[src/rtl/latency_set_statistics_unit_defines.svh]
// ----------------------------------------------------------------------------
// Latency set statistics assertion macros
// Shared assertion macros for the latency set statistics unit.
// ----------------------------------------------------------------------------
`ifndef LATENCY_SET_STATISTICS_UNIT_DEFINES_SVH
`define LATENCY_SET_STATISTICS_UNIT_DEFINES_SVH

`ifndef SYNTHESIS
`define LSS_ASSERT(name, clk, rst_n, prop) \
  name: assert property (@(posedge clk) disable iff (!rst_n) prop) \
    else $error("lss assertion failed");
`define LSS_ASSERT_ALWAYS(name, clk, prop) \
  name: assert property (@(posedge clk) prop) \
    else $error("lss assertion failed");
`else
`define LSS_ASSERT(name, clk, rst_n, prop)
`define LSS_ASSERT_ALWAYS(name, clk, prop)
`endif

`endif

[src/rtl/lss_pkg.sv]
// ----------------------------------------------------------------------------
// Latency set statistics package
// Shared sizes and the job record passed from the front to the back.
// ----------------------------------------------------------------------------
`default_nettype none
package lss_pkg;
  localparam int unsigned MAX_SAMPLES = 1024;
  localparam int unsigned SAMPLE_W    = 32;
  localparam int unsigned ADDR_W      = (MAX_SAMPLES > 1) ? $clog2(MAX_SAMPLES) : 1;
  localparam int unsigned CNT_W       = $clog2(MAX_SAMPLES + 1);
  localparam int unsigned SUM_W       = SAMPLE_W + ADDR_W;
  localparam int unsigned COUNT_OUT_W = 11;
  localparam int unsigned PCT_NUM     = 99;
  localparam int unsigned PCT_DEN     = 100;
  localparam int unsigned RES_W       = $clog2(PCT_DEN);
  localparam int unsigned BIT_W       = $clog2(SAMPLE_W);
  localparam int unsigned STEP_W      = $clog2(SUM_W + 1);

  typedef struct packed {
    logic [SAMPLE_W-1:0] min_ns;
    logic [SAMPLE_W-1:0] max_ns;
    logic [SUM_W-1:0]    sum;
    logic [CNT_W-1:0]    count;
    logic [CNT_W-1:0]    rank;
    logic                dropped;
    logic                bank;
  } job_t;
endpackage
`default_nettype wire

[src/rtl/lss_back.sv]
// ----------------------------------------------------------------------------
// Latency set statistics back end
// Finds the percentile sample bit by bit and divides the sum for the mean.
// ----------------------------------------------------------------------------
`default_nettype none
`include "latency_set_statistics_unit_defines.svh"
module lss_back import lss_pkg::*; (
  input  wire logic                   clk_i,
  input  wire logic                   rst_ni,
  input  wire logic                   job_valid_i,
  output logic                        job_ready_o,
  input  job_t                        job_i,
  output logic      [ADDR_W-1:0]      raddr_o,
  input  wire logic [SAMPLE_W-1:0]    rdata0_i,
  input  wire logic [SAMPLE_W-1:0]    rdata1_i,
  output logic                        rel_valid_o,
  output logic                        rel_bank_o,
  output logic                        out_valid_o,
  input  wire logic                   out_ready_i,
  output logic      [SAMPLE_W-1:0]    min_ns_o,
  output logic      [SAMPLE_W-1:0]    max_ns_o,
  output logic      [SAMPLE_W-1:0]    mean_ns_o,
  output logic      [SAMPLE_W-1:0]    p99_ns_o,
  output logic      [COUNT_OUT_W-1:0] sample_count_o,
  output logic                        overflowed_o
);
  localparam logic [1:0] S_IDLE = 2'd0;
  localparam logic [1:0] S_RUN  = 2'd1;
  localparam logic [1:0] S_DONE = 2'd2;

  logic [1:0]          state_q, state_d;
  job_t                job_q, job_d;
  logic [BIT_W-1:0]    bit_q, bit_d;
  logic [CNT_W-1:0]    idx_q, idx_d, cnt_q, cnt_d, k_q, k_d;
  logic [SAMPLE_W-1:0] pfx_q, pfx_d;
  logic                rd_vld_q, rd_vld_d, sel_done_q, sel_done_d;
  logic [CNT_W-1:0]    rem_q, rem_d;
  logic [SUM_W-1:0]    dvd_q, dvd_d;
  logic [STEP_W-1:0]   step_q, step_d;
  logic                out_valid_q, out_valid_d;
  logic [SAMPLE_W-1:0] o_min_q, o_min_d, o_max_q, o_max_d;
  logic [SAMPLE_W-1:0] o_mean_q, o_mean_d, o_p99_q, o_p99_d;
  logic [CNT_W-1:0]    o_cnt_q, o_cnt_d;
  logic                o_ovf_q, o_ovf_d;
  logic [SAMPLE_W-1:0] rdata, hi_mask;
  logic [CNT_W:0]      rem_sh;
  logic                issue, match, qbit;

  assign raddr_o     = idx_q[ADDR_W-1:0];
  assign rdata       = job_q.bank ? rdata1_i : rdata0_i;
  assign hi_mask     = ~({SAMPLE_W{1'b1}} >> (BIT_W'(SAMPLE_W - 1) - bit_q));
  assign match       = (((rdata ^ pfx_q) & hi_mask) == '0) && !rdata[bit_q];
  assign issue       = idx_q < job_q.count;
  assign rem_sh      = {rem_q, dvd_q[SUM_W-1]};
  assign qbit        = rem_sh >= {1'b0, job_q.count};
  assign job_ready_o = state_q == S_IDLE;
  assign rel_bank_o  = job_q.bank;

  assign out_valid_o    = out_valid_q;
  assign min_ns_o       = o_min_q;
  assign max_ns_o       = o_max_q;
  assign mean_ns_o      = o_mean_q;
  assign p99_ns_o       = o_p99_q;
  assign sample_count_o = COUNT_OUT_W'(o_cnt_q);
  assign overflowed_o   = o_ovf_q;

  always_comb begin
    state_d     = state_q;
    job_d       = job_q;
    bit_d       = bit_q;
    idx_d       = idx_q;
    cnt_d       = cnt_q;
    k_d         = k_q;
    pfx_d       = pfx_q;
    rd_vld_d    = rd_vld_q;
    sel_done_d  = sel_done_q;
    rem_d       = rem_q;
    dvd_d       = dvd_q;
    step_d      = step_q;
    out_valid_d = out_valid_q && !out_ready_i;
    o_min_d     = o_min_q;
    o_max_d     = o_max_q;
    o_mean_d    = o_mean_q;
    o_p99_d     = o_p99_q;
    o_cnt_d     = o_cnt_q;
    o_ovf_d     = o_ovf_q;
    rel_valid_o = 1'b0;
    case (state_q)
      S_IDLE: begin
        if (job_valid_i) begin
          job_d      = job_i;
          bit_d      = BIT_W'(SAMPLE_W - 1);
          idx_d      = '0;
          cnt_d      = '0;
          k_d        = job_i.rank;
          pfx_d      = '0;
          rd_vld_d   = 1'b0;
          sel_done_d = 1'b0;
          rem_d      = '0;
          dvd_d      = job_i.sum;
          step_d     = '0;
          state_d    = S_RUN;
        end
      end
      S_RUN: begin
        if (!sel_done_q) begin
          rd_vld_d = issue;
          if (issue) begin
            idx_d = idx_q + CNT_W'(1);
          end
          if (rd_vld_q && match) begin
            cnt_d = cnt_q + CNT_W'(1);
          end
          if (!issue && !rd_vld_q) begin
            if (k_q >= cnt_q) begin
              pfx_d[bit_q] = 1'b1;
              k_d = k_q - cnt_q;
            end
            cnt_d = '0;
            idx_d = '0;
            if (bit_q == '0) begin
              sel_done_d = 1'b1;
            end else begin
              bit_d = bit_q - BIT_W'(1);
            end
          end
        end
        if (step_q != STEP_W'(SUM_W)) begin
          rem_d  = qbit ? CNT_W'(rem_sh - {1'b0, job_q.count}) : rem_sh[CNT_W-1:0];
          dvd_d  = {dvd_q[SUM_W-2:0], qbit};
          step_d = step_q + STEP_W'(1);
        end
        if (sel_done_q && step_q == STEP_W'(SUM_W)) begin
          state_d = S_DONE;
        end
      end
      S_DONE: begin
        if (!out_valid_q || out_ready_i) begin
          out_valid_d = 1'b1;
          o_min_d     = job_q.min_ns;
          o_max_d     = job_q.max_ns;
          o_mean_d    = dvd_q[SAMPLE_W-1:0];
          o_p99_d     = pfx_q;
          o_cnt_d     = job_q.count;
          o_ovf_d     = job_q.dropped;
          rel_valid_o = 1'b1;
          state_d     = S_IDLE;
        end
      end
      default: begin
        state_d = S_IDLE;
      end
    endcase
  end

  always_ff @(posedge clk_i or negedge rst_ni) begin
    if (!rst_ni) begin
      state_q     <= S_IDLE;
      rd_vld_q    <= 1'b0;
      sel_done_q  <= 1'b0;
      step_q      <= '0;
      out_valid_q <= 1'b0;
    end else begin
      state_q     <= state_d;
      rd_vld_q    <= rd_vld_d;
      sel_done_q  <= sel_done_d;
      step_q      <= step_d;
      out_valid_q <= out_valid_d;
    end
  end

  always_ff @(posedge clk_i) begin
    job_q    <= job_d;
    bit_q    <= bit_d;
    idx_q    <= idx_d;
    cnt_q    <= cnt_d;
    k_q      <= k_d;
    pfx_q    <= pfx_d;
    rem_q    <= rem_d;
    dvd_q    <= dvd_d;
    o_min_q  <= o_min_d;
    o_max_q  <= o_max_d;
    o_mean_q <= o_mean_d;
    o_p99_q  <= o_p99_d;
    o_cnt_q  <= o_cnt_d;
    o_ovf_q  <= o_ovf_d;
  end

  `LSS_ASSERT(a_done_complete, clk_i, rst_ni, (state_q == S_DONE) |-> (sel_done_q && step_q == STEP_W'(SUM_W)))
  `LSS_ASSERT(a_rank_in_set, clk_i, rst_ni, (state_q == S_RUN && !sel_done_q) |-> (k_q < job_q.count))
  `LSS_ASSERT(a_out_from_done, clk_i, rst_ni, $rose(out_valid_q) |-> $past(state_q == S_DONE))
  `LSS_ASSERT_ALWAYS(a_release_done, clk_i, rel_valid_o |-> (state_q == S_DONE))
endmodule
`default_nettype wire

[config.mk]
export PLATFORM = sky130hd
export DESIGN_NAME = lss_back
export DESIGN_NICKNAME = d
export VERILOG_FILES = /design/src/rtl/lss_pkg.sv /design/src/rtl/lss_back.sv
export VERILOG_INCLUDE_DIRS = /design/src /design/src/rtl
export SDC_FILE = /design/constraint.sdc
export NUM_CORES = 1
export LEC_CHECK = 0
export ABC_AREA = 1
export BUFFER_PORTS_ARGS = -buffer_cell sky130_fd_sc_hd__buf_4
export CAP_MARGIN = 20
export CORE_AREA = 2 2 215 217
export DETAILED_ROUTE_END_ITERATION = 12
export DIE_AREA = 0 0 217 219
export GPL_ROUTABILITY_DRIVEN = 0
export GPL_TIMING_DRIVEN = 0
export PLACE_DENSITY = 0.59
export SLEW_MARGIN = 30
export SYNTH_ARGS = -nofsm -noshare
export SYNTH_HDL_FRONTEND = slang
export SYNTH_SLANG_ARGS = --single-unit
[constraint.sdc]
create_clock -name clk_i -period 6.55 [get_ports clk_i]
set_input_delay 0 -clock clk_i [delete_from_list [all_inputs] [get_ports clk_i]]
set_output_delay 0 -clock clk_i [all_outputs]
set_load 0.05 [all_outputs]
======== Yosys cells after proc, flatten, opt, wreduce, memory -nomap -nowiden ========
Index checks and enable logic that the tools add are counted.
word-level totals
  register bits ........................... 351
  output and inout port bits .............. 154
  word-level logic and storage cells ...... 133
  bits of input ports ..................... 198
operators by class
  shifts and indexed selects .............. 1
  bitwise logic cells ..................... 4
  multiplexer cells ....................... 53
  add/subtract/negate cells ............... 7
  reductions and logical operators ........ 26
  order comparisons ....................... 5
  equality and inequality tests ........... 14
operators with widths
  kind                                                 number
  two-way mux 32 bit                                   5
  two-way mux 11 bit                                   13
  one-hot mux 11 bit (2 select lines)                  4
  two-way mux 42 bit                                   2
  one-hot mux 42 bit (2 select lines)                  1
  one-hot mux 32 bit (2 select lines)                  1
  AND 32 bit                                           1
  zero test 32 bit                                     1
  inverter 32 bit                                      1
  OR 32 bit                                            1
  right shift 32 x 5 -> 32 bit (first input constant)  1
  XOR 32 bit                                           1
  adder 11 x 1 -> 11 bit (second input constant)       2
  subtractor 11 bit                                    2
  two-way mux 5 bit                                    4
  != test 2 bit (second input constant)                8
  >= comparator 12 x 11 -> 1 bit                       1
  two-way mux 6 bit                                    2
  one-hot mux 6 bit (2 select lines)                   1
  >= comparator 11 bit                                 1
  less-than comparator 11 bit                          1
  two-way mux 1 bit                                    11
  one-hot mux 5 bit (2 select lines)                   1
  AND reduction 5 bit                                  2
  24 further kinds                                     42

======== Logic depth before layout (Yosys ltp) ========
Gate-level depths: netlist (run 1).
  word-level depth ........................ 11
  gate-level depth with buffers ........... 16
  depth with buffers taken out ............ 14

======== Worst setup path after synthesis (run 1) ========
OpenSTA, ideal clock, no wires.
  kind .................................... register -> register
  from .................................... register out_valid_q (netlist: out_valid_o)
  to ...................................... register o_max_q[0] (netlist: max_ns_o[0]), enable pin
  buffers on the path ..................... 0
  required time ........................... 5.876 ns
  arrival time ............................ 7.184 ns
  slack ................................... -1.308 ns
  stages on the path, launching flop included .. 4
  setup time .............................. 0.674 ns
  clock period less this slack ............ 7.858 ns
  path through ............................ dfrtp_1 -> inv_1 -> nor2_1 -> nor2_1
between the ends
  longest elaborated chain between the ends .. 3
RTL lines
  what                           RTL line         source
  start, declared                lss_back.sv:40   logic out_valid_q, out_valid_d;
  start signal, assigned         lss_back.sv:168  out_valid_q <= out_valid_d;
  zero test 1 bit                lss_back.sv:138  if (!out_valid_q || out_ready_i) begin
  logical OR 1 bit               lss_back.sv:138
  AND reduction 2 bit (no line)  n/a
  end signal, assigned           lss_back.sv:182  o_max_q <= o_max_d;
  end, declared                  lss_back.sv:41   logic [SAMPLE_W-1:0] o_min_q, o_min_d, o_max_q, o_max_d;
Every way passes these cells.
A chain may end at the register's enable or synchronous reset.

======== Worst setup path in the final report (run 1) ========
  from .................................... register bit_q[0]
  to ...................................... register cnt_q[8], enable pin
between the ends
  longest elaborated chain between the ends .. 9
  elaborated cells between the ends (all ways) .. 12
  those cells by class .................... add/sub (1); eq/ne (1); shift (1); mux (2); bitwise (2); reduce/logical (5)
RTL lines
  what                               RTL line         source
  start, declared                    lss_back.sv:33   logic [BIT_W-1:0] bit_q, bit_d;
  start signal, assigned             lss_back.sv:174  bit_q <= bit_d;
  subtractor 5 bit                   lss_back.sv:51   assign hi_mask = ~({SAMPLE_W{1'b1}} >> (BIT_W'(SAMPLE_W - 1) - bit_q));
  right shift 32 x 5 -> 32 bit       lss_back.sv:51
  inverter 32 bit                    lss_back.sv:51
  AND 32 bit                         lss_back.sv:52   assign match = (((rdata ^ pfx_q) & hi_mask) == '0) && !rdata[bit_q];
  zero test 32 bit                   lss_back.sv:52
  logical AND 1 bit (*)              lss_back.sv:52
  logical AND 1 bit (*)              lss_back.sv:111  if (rd_vld_q && match) begin
  != test 3 bit (no line) (*)        n/a
  AND reduction 4 bit (no line) (*)  n/a
  end signal, assigned               lss_back.sv:176  cnt_q <= cnt_d;
  end, declared                      lss_back.sv:34   logic [CNT_W-1:0] idx_q, idx_d, cnt_q, cnt_d, k_q, k_d;
Mark *: on every way between the ends. The rest lies on a longest branch, timed or not. The select of a mux whose other input is x is not followed.

==> results.cfg, run 1 <==
[setup_path]
cp_data_arrival_time_ns = 4.11
worst_stage_delay_on_the_critical_path_ns = 0.45
cp_max_fo = 12
crit_path_start_kind = register
critical-path-slowest-cell = edfxtp_1
crit_required_ns = 6.74
worstSetupPathType = register to register
worst_path_dominant_cell_family = simple AND/OR/NAND/NOR gates
critical_path.most_common_cell = nand2_1
endpoint_kind = register
path_buf_inv = 4
timing.critical_path.cells = clkinv_1 -> buf_2 -> ha_1 -> clkbuf_1 -> inv_1 -> ha_1 -> o21ai_0 -> nand3_1 -> nand2_1 -> nor2_1 -> nand2_1 -> nor3_2 -> nand3_1 -> nand2_1

[timing]
maximum_clock_skew_at_final_layout_ns = 0.0152
fin_ws_ns = 2.63
hold_viol = 0
final-max-slew-violation-count = 0
max-slew-margin-rel_pct = 40.4
unrepaired_setup_endpoints_after_global_routing = no
timing.fmax_mhz = 255
worst_slew_pin_slew_ns = 0.894
timing.hold.ws_ns = 0.165
setup_failing_eps_final = 0
final_period_minus_worst_setup_slack_ns = 3.92
final_worst_path_cycle_share_pct = 59.8

[power]
power-per-cell-area_nw_per_um2 = 489
p_leak_uw = 0.00936
worst_ir_drop_vdd_uv = 303

[grt]
grt_start_max_net_pins = 66
grt_pass1_wl_um = 67300
gr-total-overflow = 0
grt_pass1_vias = 12300
track_usage_pct = 18.2
antenna_found_initial = 1

[placed_design]
port_buffers = 351
pre_cts_worst_setup_slack_ns = 2.70
dp_hpwl_um = 31600
placed_area_um2 = 19300
place.detailed.instances = 2364

[clock_tree]
ctsResizeCount = 0
clock_latency_ns = 0.56
tritoncts = done
cts_made_buffers = 40
clock-root-buffer = clkbuf_16
clockBufferDepth = 3
ctsHoldBuffers = 134
clk_transition_reported_paths_ns = 0.06
h-tree-depth = 2
clock_sink_count = 351
post-cts-setup-buffers = 0

[detailed_routing]
drtPass1Iterations = 7
antenna_violating_nets_post_route = 0
drc = 0
vias_per_cell = 4.75
wire_per_inst_um = 17.1
routed-via-count = 12200
drt_iter0_markers = 938
route.final.wire_length_um = 44000

[die]
floorplan.die.width_um = 217
core_area_um2 = 45100
rows = 78
dieArea_um2 = 47500
chipHeight_um = 219
starting_density_of_the_core_pct = 34.6
num_io_pins = 352

[min_path]
worst_hold_path_class = input pin to register

[logic_synthesis]
asyncSetResetFlopFracSynth_pct = 3.13
synth_enable_flop_cells = 340
postSynth.topFlopCell = edfxtp_1
mappedNetlistNets = 1646
synth.area.top_cells = edfxtp_1, nand2_1, nand3_1, ha_1, inv_1
postSynthRegisterBits = 351
synthTopCellsByCount = nand2_1, edfxtp_1, nand3_1
synth_top_area_share_pct = 65.5
number_of_warnings_reported_in_the_yosys_synthesis_log = 0
postSynthAreaPerCell_um2 = 11.1
synth_top_area_cell = edfxtp_1
leading_cell_type_by_number_of_instances_after_synthesis = nand2_1
synthesis.instances = 1403
synth.cell_area_um2 = 15600
register_area_share_after_synthesis_pct = 67.2
netlist-cell-type-count = 49

[layout]
layout.cell_area.non_filler_um2 = 22000
post_route_cells_drive_above_1_share_pct = 24.2
layoutNonFillerInstCount = 2572
multi_input_area_um2 = 4370
antenna_cells = 0
n_fill_cell = 4138
syn_to_final_growth_pct = 40.8
register_area_um2 = 10500
net_count_of_the_finished_layout = 2183
finish.utilization_pct = 48.7

[outcome]
run_status = completed

[job]
cap_viol_max_count = 0
final timing paths:
check / start / endpoint / slack, ns / cells past startpoint
min reg2reg: job_q[118] / min_ns_o[20] / 0.41 / 0
min: job_i[70] / job_q[70] / 0.16 / 2
max reg2reg: bit_q[0] / cnt_q[8] / 2.63 / 14
max in group asynchronous: rst_ni / step_q[2] / 5.70 / 3
max: bit_q[0] / cnt_q[8] / 2.63 / 14
min in group asynchronous: rst_ni / out_valid_o / 0.48 / 3
per-layer routing:
| metal | up-vias | part of all wire, % | global-route usage, % | wire length, µm |
|---|---|---|---|---|
| met3 | 77 | 6.4 | 3.74 | 2820 |
| met4 | 2 | 2.5 | 6.14 | 1090 |
| met5 | - | 0.030 | 0 | 13 |
| met2 | 450 | 49 | 31.0 | 21400 |
| li1 | 5894 | - | - | - |
| met1 | 5802 | 42 | 23.2 | 18600 |
kinds of logic after synthesis:
kind of cell / after synthesis / synth area share (%)
AO/OA/AOI/OAI: 132 / 4.57
XOR/XNOR: 23 / 1.29
adder cells (fa/ha/maj): 45 / 3.71
buffers and inverters: 170 / 4.90
flip-flops: 351 / 67.2
AND/OR/NAND/NOR: 682 / 18.3
through the flow:
step | power [µW] | setup TNS, ns
final | 10700 | 0
after global routing | 11500 | 0
after CTS | 10800 | 0
after detailed placement | 8410 | 0
after global placement | 8210 | -55.98
after floorplan | 6880 | 0
final cells by class:
cell class / count / share of cell area (%)
sequential: 351 / 47.8
multi-input combinational: 882 / 19.9
timing repair buffer: 495 / 19.3
clock buffer: 50 / 4.73
tap: 600 / 3.42
inverter: 120 / 2.12
buffer: 50 / 1.40
clock inverter: 24 / 1.37
where the power goes:
group,total (µW),switching [µW],leakage [µW],internal [µW]
registers,4020,372,0.00336,3650
clock network,2310,931,0.000642,1370
logic,4420,3010,0.00536,1420
total,10700,4310,0.00936,6440
sequential cells by signal, summed over array words and instances (netlist names):
name and flops:
bit_q 5, cnt_q 11, dvd_q 42, idx_q 11, job_q 76, k_q 11
max_ns_o 32, mean_ns_o 32, min_ns_o 32, out_valid_o 1, overflowed_o 1, p99_ns_o 32
pfx_q 32, rd_vld_q 1, rel_bank_o 1, rem_q 11, sample_count_o 11, sel_done_q 1
state_q 2, step_q 6
worst reg2reg max path, stage by stage (launching register included):
cell	delay, ns
edfxtp_1	0.45
clkinv_1	0.37
buf_2	0.38
ha_1	0.24
clkbuf_1	0.30
inv_1	0.13
ha_1	0.24
o21ai_0	0.18
nand3_1	0.15
nand2_1	0.08
nor2_1	0.13
nand2_1	0.11
nor3_2	0.16
nand3_1	0.20
nand2_1	0.44
cells in the final DEF, fill, tap and decap left out, drive strengths merged, types with 6 or more instances in the layout:
| master | Yosys | final |
|---|---|---|
| bufinv | 0 | 6 |
| nand4 | 8 | 8 |
| nand3 | 125 | 125 |
| a21oi | 70 | 70 |
| clkinv | 1 | 14 |
| buf | 40 | 401 |
| nor2 | 94 | 94 |
| edfxtp | 340 | 340 |
| o21ai | 41 | 41 |
| inv | 119 | 122 |
| dlygate4sd3 | 0 | 134 |
| xor2 | 16 | 16 |
| xnor2 | 7 | 7 |
| ha | 43 | 43 |
| nand2 | 428 | 428 |
| dfrtp | 11 | 11 |
| clkbuf | 10 | 60 |
| nor3 | 14 | 14 |
(Power assumes the default switching activity.)
==> inputs of run 2 (changes only) <==
==> constraint.sdc (replaced) <==
create_clock -name clk_i -period 3.2 [get_ports clk_i]
set_input_delay 0 -clock clk_i [delete_from_list [all_inputs] [get_ports clk_i]]
set_output_delay 0 -clock clk_i [all_outputs]
set_load 0.05 [all_outputs]
==> results.cfg, run 2 (synthesis results as in run 1) <==
[detailed_routing]
drt_iter0_markers = 848
vias_per_cell = 4.79
top_routing_layer_in_use = met4
drc = 0
route.final.wire_length_um = 44500
route.layer.met1.wl_um = 18900
detail_route_met3_wl_um = 2790
drtPass1Iterations = 7
dr_wl_met2_um = 21400
wire_per_inst_um = 17.3
routed-via-count = 12400
antenna_violating_nets_post_route = 0

[power]
pwr-share-clk_pct = 21.2
worst_ir_drop_vdd_uv = 521
power_uw = 22200
power-per-cell-area_nw_per_um2 = 1000
p_switching_uw = 8910
combinationalPowerShare_pct = 41.6
share_seq_of_total_power_pct = 37.2
p_leak_uw = 0.00940
power.share.switching_pct = 40.2
internal_power_uw = 13300

[grt]
grt_start_max_net_pins = 56
gr-total-overflow = 0
grt_pass1_wl_um = 67900
antenna_found_initial = 0
track_usage_pct = 18.4
grt_pass1_vias = 12300

[timing]
setup_failing_eps_final = 0
final_worst_path_cycle_share_pct = 90.4
final_period_minus_worst_setup_slack_ns = 2.89
worst_slew_pin_slew_ns = 0.789
timing.fmax_mhz = 346
maximum_clock_skew_at_final_layout_ns = 0.0169
max-slew-margin-rel_pct = 47.4
unrepaired_setup_endpoints_after_global_routing = no
hold_viol = 0
fin_ws_ns = 0.307
final-max-slew-violation-count = 0

[layout]
post_route_cells_drive_above_1_share_pct = 25.0
finish.utilization_pct = 49.0
top_register = job_q
mostFrequentLayoutCell = nand2_1
antenna_cells = 0
n_fill_cell = 4070
layoutNonFillerInstCount = 2579
mostFrequentLayoutCells = nand2_1, buf_4, edfxtp_1
net_count_of_the_finished_layout = 2189
reg_top3 = job_q: 76 flops, dvd_q: 42 flops
largest_register_ff_count = 76
layout.cell_area.non_filler_um2 = 22100
syn_to_final_growth_pct = 41.6

[die]
core_area_um2 = 45100
starting_density_of_the_core_pct = 34.6
floorplan.die.width_um = 217
num_io_pins = 352
rows = 78
chipHeight_um = 219
dieArea_um2 = 47500

[setup_path]
reg2reg_setup_slack_ns = 0.31
cp_max_fo = 12
worstSetupEndpoint = cnt_q[0]
worstSetupPathType = register to register
crit_required_ns = 3.47
ff2ff_path_depth = 15
crit_path_start_kind = register
critical_path.reg2reg.endpoint = cnt_q[0]
cp_data_arrival_time_ns = 3.16
setup.worst_path.start = bit_q[0]
endpoint_kind = register
timing.rr.start = bit_q[0]

[placed_design]
port_buffers = 351
place.detailed.instances = 2366
pre_cts_worst_setup_slack_ns = -0.563
placed_area_um2 = 19300
dp_hpwl_um = 31900

[clock_tree]
clock_latency_ns = 0.56
clock_sink_count = 351
tritoncts = done
clock-root-buffer = clkbuf_16
clockBufferDepth = 3
clk_transition_reported_paths_ns = 0.06
h-tree-depth = 2
cts_made_buffers = 41

[min_path]
worst_hold_path_class = input pin to register

[outcome]
run_status = completed

[job]
cap_viol_max_count = 0
## run 2: stage by stage
stage | setup TNS [ns] | hold WS (ns)
4_1_cts | 0 | 0.124
2_1_floorplan | -20.77 | -0.296
3_5_place_dp | -6.18 | -0.151
5_1_grt | 0 | 0.131
6_report | 0 | 0.160
3_3_place_gp | -238.25 | -0.157
## run 2: how the worst min path moves through the flow
| stage | from | endpoint | slack [ns] | cells after the start |
|---|---|---|---|---|
| after detailed placement | rst_ni | out_valid_o | -0.15 | 1 |
| after global routing | job_i[90] | job_q[90] | 0.13 | 2 |
| final | job_i[86] | job_q[86] | 0.16 | 2 |
| after global placement | rst_ni | out_valid_o | -0.16 | 1 |
| after CTS | job_i[90] | job_q[90] | 0.12 | 2 |
| after floorplan | rst_ni | out_valid_o | -0.30 | 0 |
## run 2: power groups by stage
stage                     registers (µW)  logic [µW]  clock network, µW
after CTS                           8240        9160               4840
after global routing                8410       10200               5030
final                               8240        9220               4710
after detailed placement            8320        8960                  0
after global placement              8340        8330                  0
after floorplan                     9040        5010                  0
## run 2: repair_timing
item,CTS,global route
hold endpoints to repair,151,0
endpoints found under the setup margin,11,29
buffers inserted,0,3
hold buffers,134,0
pin swaps,0,2
resized for setup,4,4
cloned,0,1
## run 2: final cells by class
type	count	area (µm²)	area share (%)
Tap cell	600	751	3.40
Timing Repair Buffer	500	4310	19.5
Buffer	49	305	1.38
Clock buffer	50	1060	4.80
Sequential cell	351	10500	47.5
Multi-Input combinational cell	883	4400	19.9
Inverter	120	467	2.11
Clock inverter	26	289	1.31
## run 2: routing by layer
metal | up-vias | GRT usage, %
met1 | 5898 | 23.7
met4 | 0 | 7.24
met2 | 453 | 31.1
met3 | 93 | 2.88
met5 | - | 0
li1 | 5914 | -
## run 2: worst max-delay path: stages (launching register included)
cell and delay, ns:
edfxtp_1 0.49, inv_4 0.18, clkbuf_4 0.30, ha_4 0.29
inv_1 0.07, ha_1 0.24, nor3_1 0.28, nand3_1 0.12
nand2_1 0.07, nand2_1 0.04, nand2_1 0.06, inv_1 0.03
nand2_1 0.06, nor2_1 0.05, nand3_2 0.16, nand2_2 0.15
==> inputs of run 3 (changes only) <==
--- a/config.mk
+++ b/config.mk
@@ -9,9 +9,10 @@
 export ABC_AREA = 1
 export BUFFER_PORTS_ARGS = -buffer_cell sky130_fd_sc_hd__buf_4
 export CAP_MARGIN = 20
-export CORE_AREA = 2 2 215 217
+export CORE_AREA = 2 2 226 206
+export CTS_CLUSTER_SIZE = 10
 export DETAILED_ROUTE_END_ITERATION = 12
-export DIE_AREA = 0 0 217 219
+export DIE_AREA = 0 0 228 208
 export GPL_ROUTABILITY_DRIVEN = 0
 export GPL_TIMING_DRIVEN = 0
 export PLACE_DENSITY = 0.59
==> results.cfg, run 3 (synthesis results as in run 1) <==
[layout]
reg_top3 = job_q: 76 flops, dvd_q: 42 flops
mostFrequentLayoutCells = nand2_1, buf_4, edfxtp_1
largest_register_ff_count = 76
mostFrequentLayoutCell = nand2_1
net_count_of_the_finished_layout = 2189
syn_to_final_growth_pct = 40.6
layout.cell_area.non_filler_um2 = 21900
top_register = job_q
n_fill_cell = 4082
post_route_cells_drive_above_1_share_pct = 24.6

[setup_path]
cp_data_arrival_time_ns = 3.23
critical-path-slowest-cell = edfxtp_1
crit_path_start_kind = register
worstSetupEndpoint = cnt_q[6]
timing.rr.start = bit_q[0]
reg2reg_setup_slack_ns = 0.23
critical_path.reg2reg.endpoint = cnt_q[6]
endpoint_kind = register
worstSetupPathType = register to register
setup.worst_path.start = bit_q[0]
timing.critical_path.cells = inv_4 -> clkbuf_4 -> ha_4 -> inv_1 -> ha_1 -> nand3_1 -> nand3_1 -> nand2_1 -> nor2_1 -> nand2_1 -> nor3_2 -> nand3_4 -> nand2_2
worst_stage_delay_on_the_critical_path_ns = 0.48
crit_required_ns = 3.46
ff2ff_path_depth = 13
cp_max_fo = 12

[die]
chipHeight_um = 208
starting_density_of_the_core_pct = 34.7
rows = 74
num_io_pins = 352
core_area_um2 = 45000
floorplan.die.width_um = 228
dieArea_um2 = 47400

[clock_tree]
h-tree-depth = 2
clock_sink_count = 351
clock-root-buffer = clkbuf_16
clk_transition_reported_paths_ns = 0.06
tritoncts = done
clock_latency_ns = 0.58
cts_made_buffers = 42
clockBufferDepth = 3

[detailed_routing]
wire_per_inst_um = 17.4
antenna_violating_nets_post_route = 0
drt_iter0_markers = 1130
drc = 0
route.final.wire_length_um = 44800
vias_per_cell = 4.75
drtPass1Iterations = 7
routed-via-count = 12200

[placed_design]
dp_hpwl_um = 31600
port_buffers = 351
placed_area_um2 = 19300

[timing]
maximum_clock_skew_at_final_layout_ns = 0.0266
unrepaired_setup_endpoints_after_global_routing = no
worst_slew_pin_slew_ns = 0.813
hold_viol = 0
max-slew-margin-rel_pct = 45.6
final_worst_path_cycle_share_pct = 92.8
timing.hold.ws_ns = 0.149
final-max-slew-violation-count = 0
final_period_minus_worst_setup_slack_ns = 2.97
setup_failing_eps_final = 0
timing.fmax_mhz = 337

[grt]
gr-total-overflow = 0
grt_pass1_vias = 12300
antenna_found_initial = 1
grt_start_max_net_pins = 56
track_usage_pct = 18.7
grt_pass1_wl_um = 69100

[power]
p_leak_uw = 0.00933
power-per-cell-area_nw_per_um2 = 988
worst_ir_drop_vdd_uv = 548

[min_path]
worst_hold_path_class = input pin to register

[job]
cap_viol_max_count = 0

[outcome]
run_status = completed
-- run 3: layout make-up --
class / instances / area, µm² / share of cell area, %
Buffer: 49 / 305 / 1.39
Sequential cell: 351 / 10500 / 47.8
Inverter: 120 / 467 / 2.13
Multi-Input combinational cell: 883 / 4410 / 20.1
Clock buffer: 58 / 1120 / 5.11
Timing Repair Buffer: 499 / 4280 / 19.5
Tap cell: 608 / 761 / 3.47
Clock inverter: 7 / 97.6 / 0.445
Antenna cell: 1 / 2.50 / 0.0114
-- run 3: what timing repair did --
item                                    in CTS  in global routing
hold buffers                               134                  0
pin swaps                                    1                  1
endpoints found under the hold margin      151                  0
resized for setup                            6                  3
gates cloned                                 1                  0
endpoints found under the setup margin      11                 23
setup buffers                                0                  2
-- run 3: layer usage --
| layer | GRT usage [%] | up-vias | part of all wire [%] |
|---|---|---|---|
| li1 | - | 5898 | - |
| met1 | 24.3 | 5791 | 43 |
| met2 | 31.0 | 446 | 47 |
| met3 | 3.62 | 99 | 6.5 |
| met4 | 6.96 | 0 | 3.3 |
| met5 | 0 | - | 0 |
-- run 3: metrics by stage --
step | total power, µW | std cells | TNS (ns) | worst slack, ns | utilization (%)
final | 21700 | 2576 | 0 | 0.229 | 48.7
after global placement | 16700 | 2362 | -248.79 | -1.36 | 42.3
after floorplan | 14100 | 1403 | -20.77 | -0.148 | -
after CTS | 21800 | 2573 | 0 | 0.0410 | 48.7
after detailed placement | 17200 | 2374 | -7.96 | -0.724 | 42.9
after global routing | 23100 | 2576 | 0 | 0.0616 | 48.7
-- run 3: critical path, delay by kind of cell, from the launching register on --
kind | cells | cell delay [ns]
simple gates | 8 | 1.20
buf+inv | 3 | 0.46
flops | 1 | 0.48
fa+ha+maj | 2 | 0.49
-- run 3: worst min-delay path by stage --
| stage | cells after the start | slack, ns | startpoint | to |
|---|---|---|---|---|
| after floorplan | 0 | -0.30 | rst_ni | out_valid_o |
| after global placement | 1 | -0.16 | rst_ni | state_q[1] |
| after detailed placement | 1 | -0.15 | rst_ni | state_q[1] |
| after CTS | 2 | 0.11 | job_i[118] | job_q[118] |
| after global routing | 2 | 0.13 | job_i[129] | job_q[129] |
| final | 2 | 0.15 | job_i[129] | job_q[129] |
-- run 3: where the power goes --
part	internal, µW	total (µW)	switching [µW]
Combinational	2920	9090	6170
Sequential	7470	8250	784
Clock	2450	4310	1860
Total	12800	21700	8810
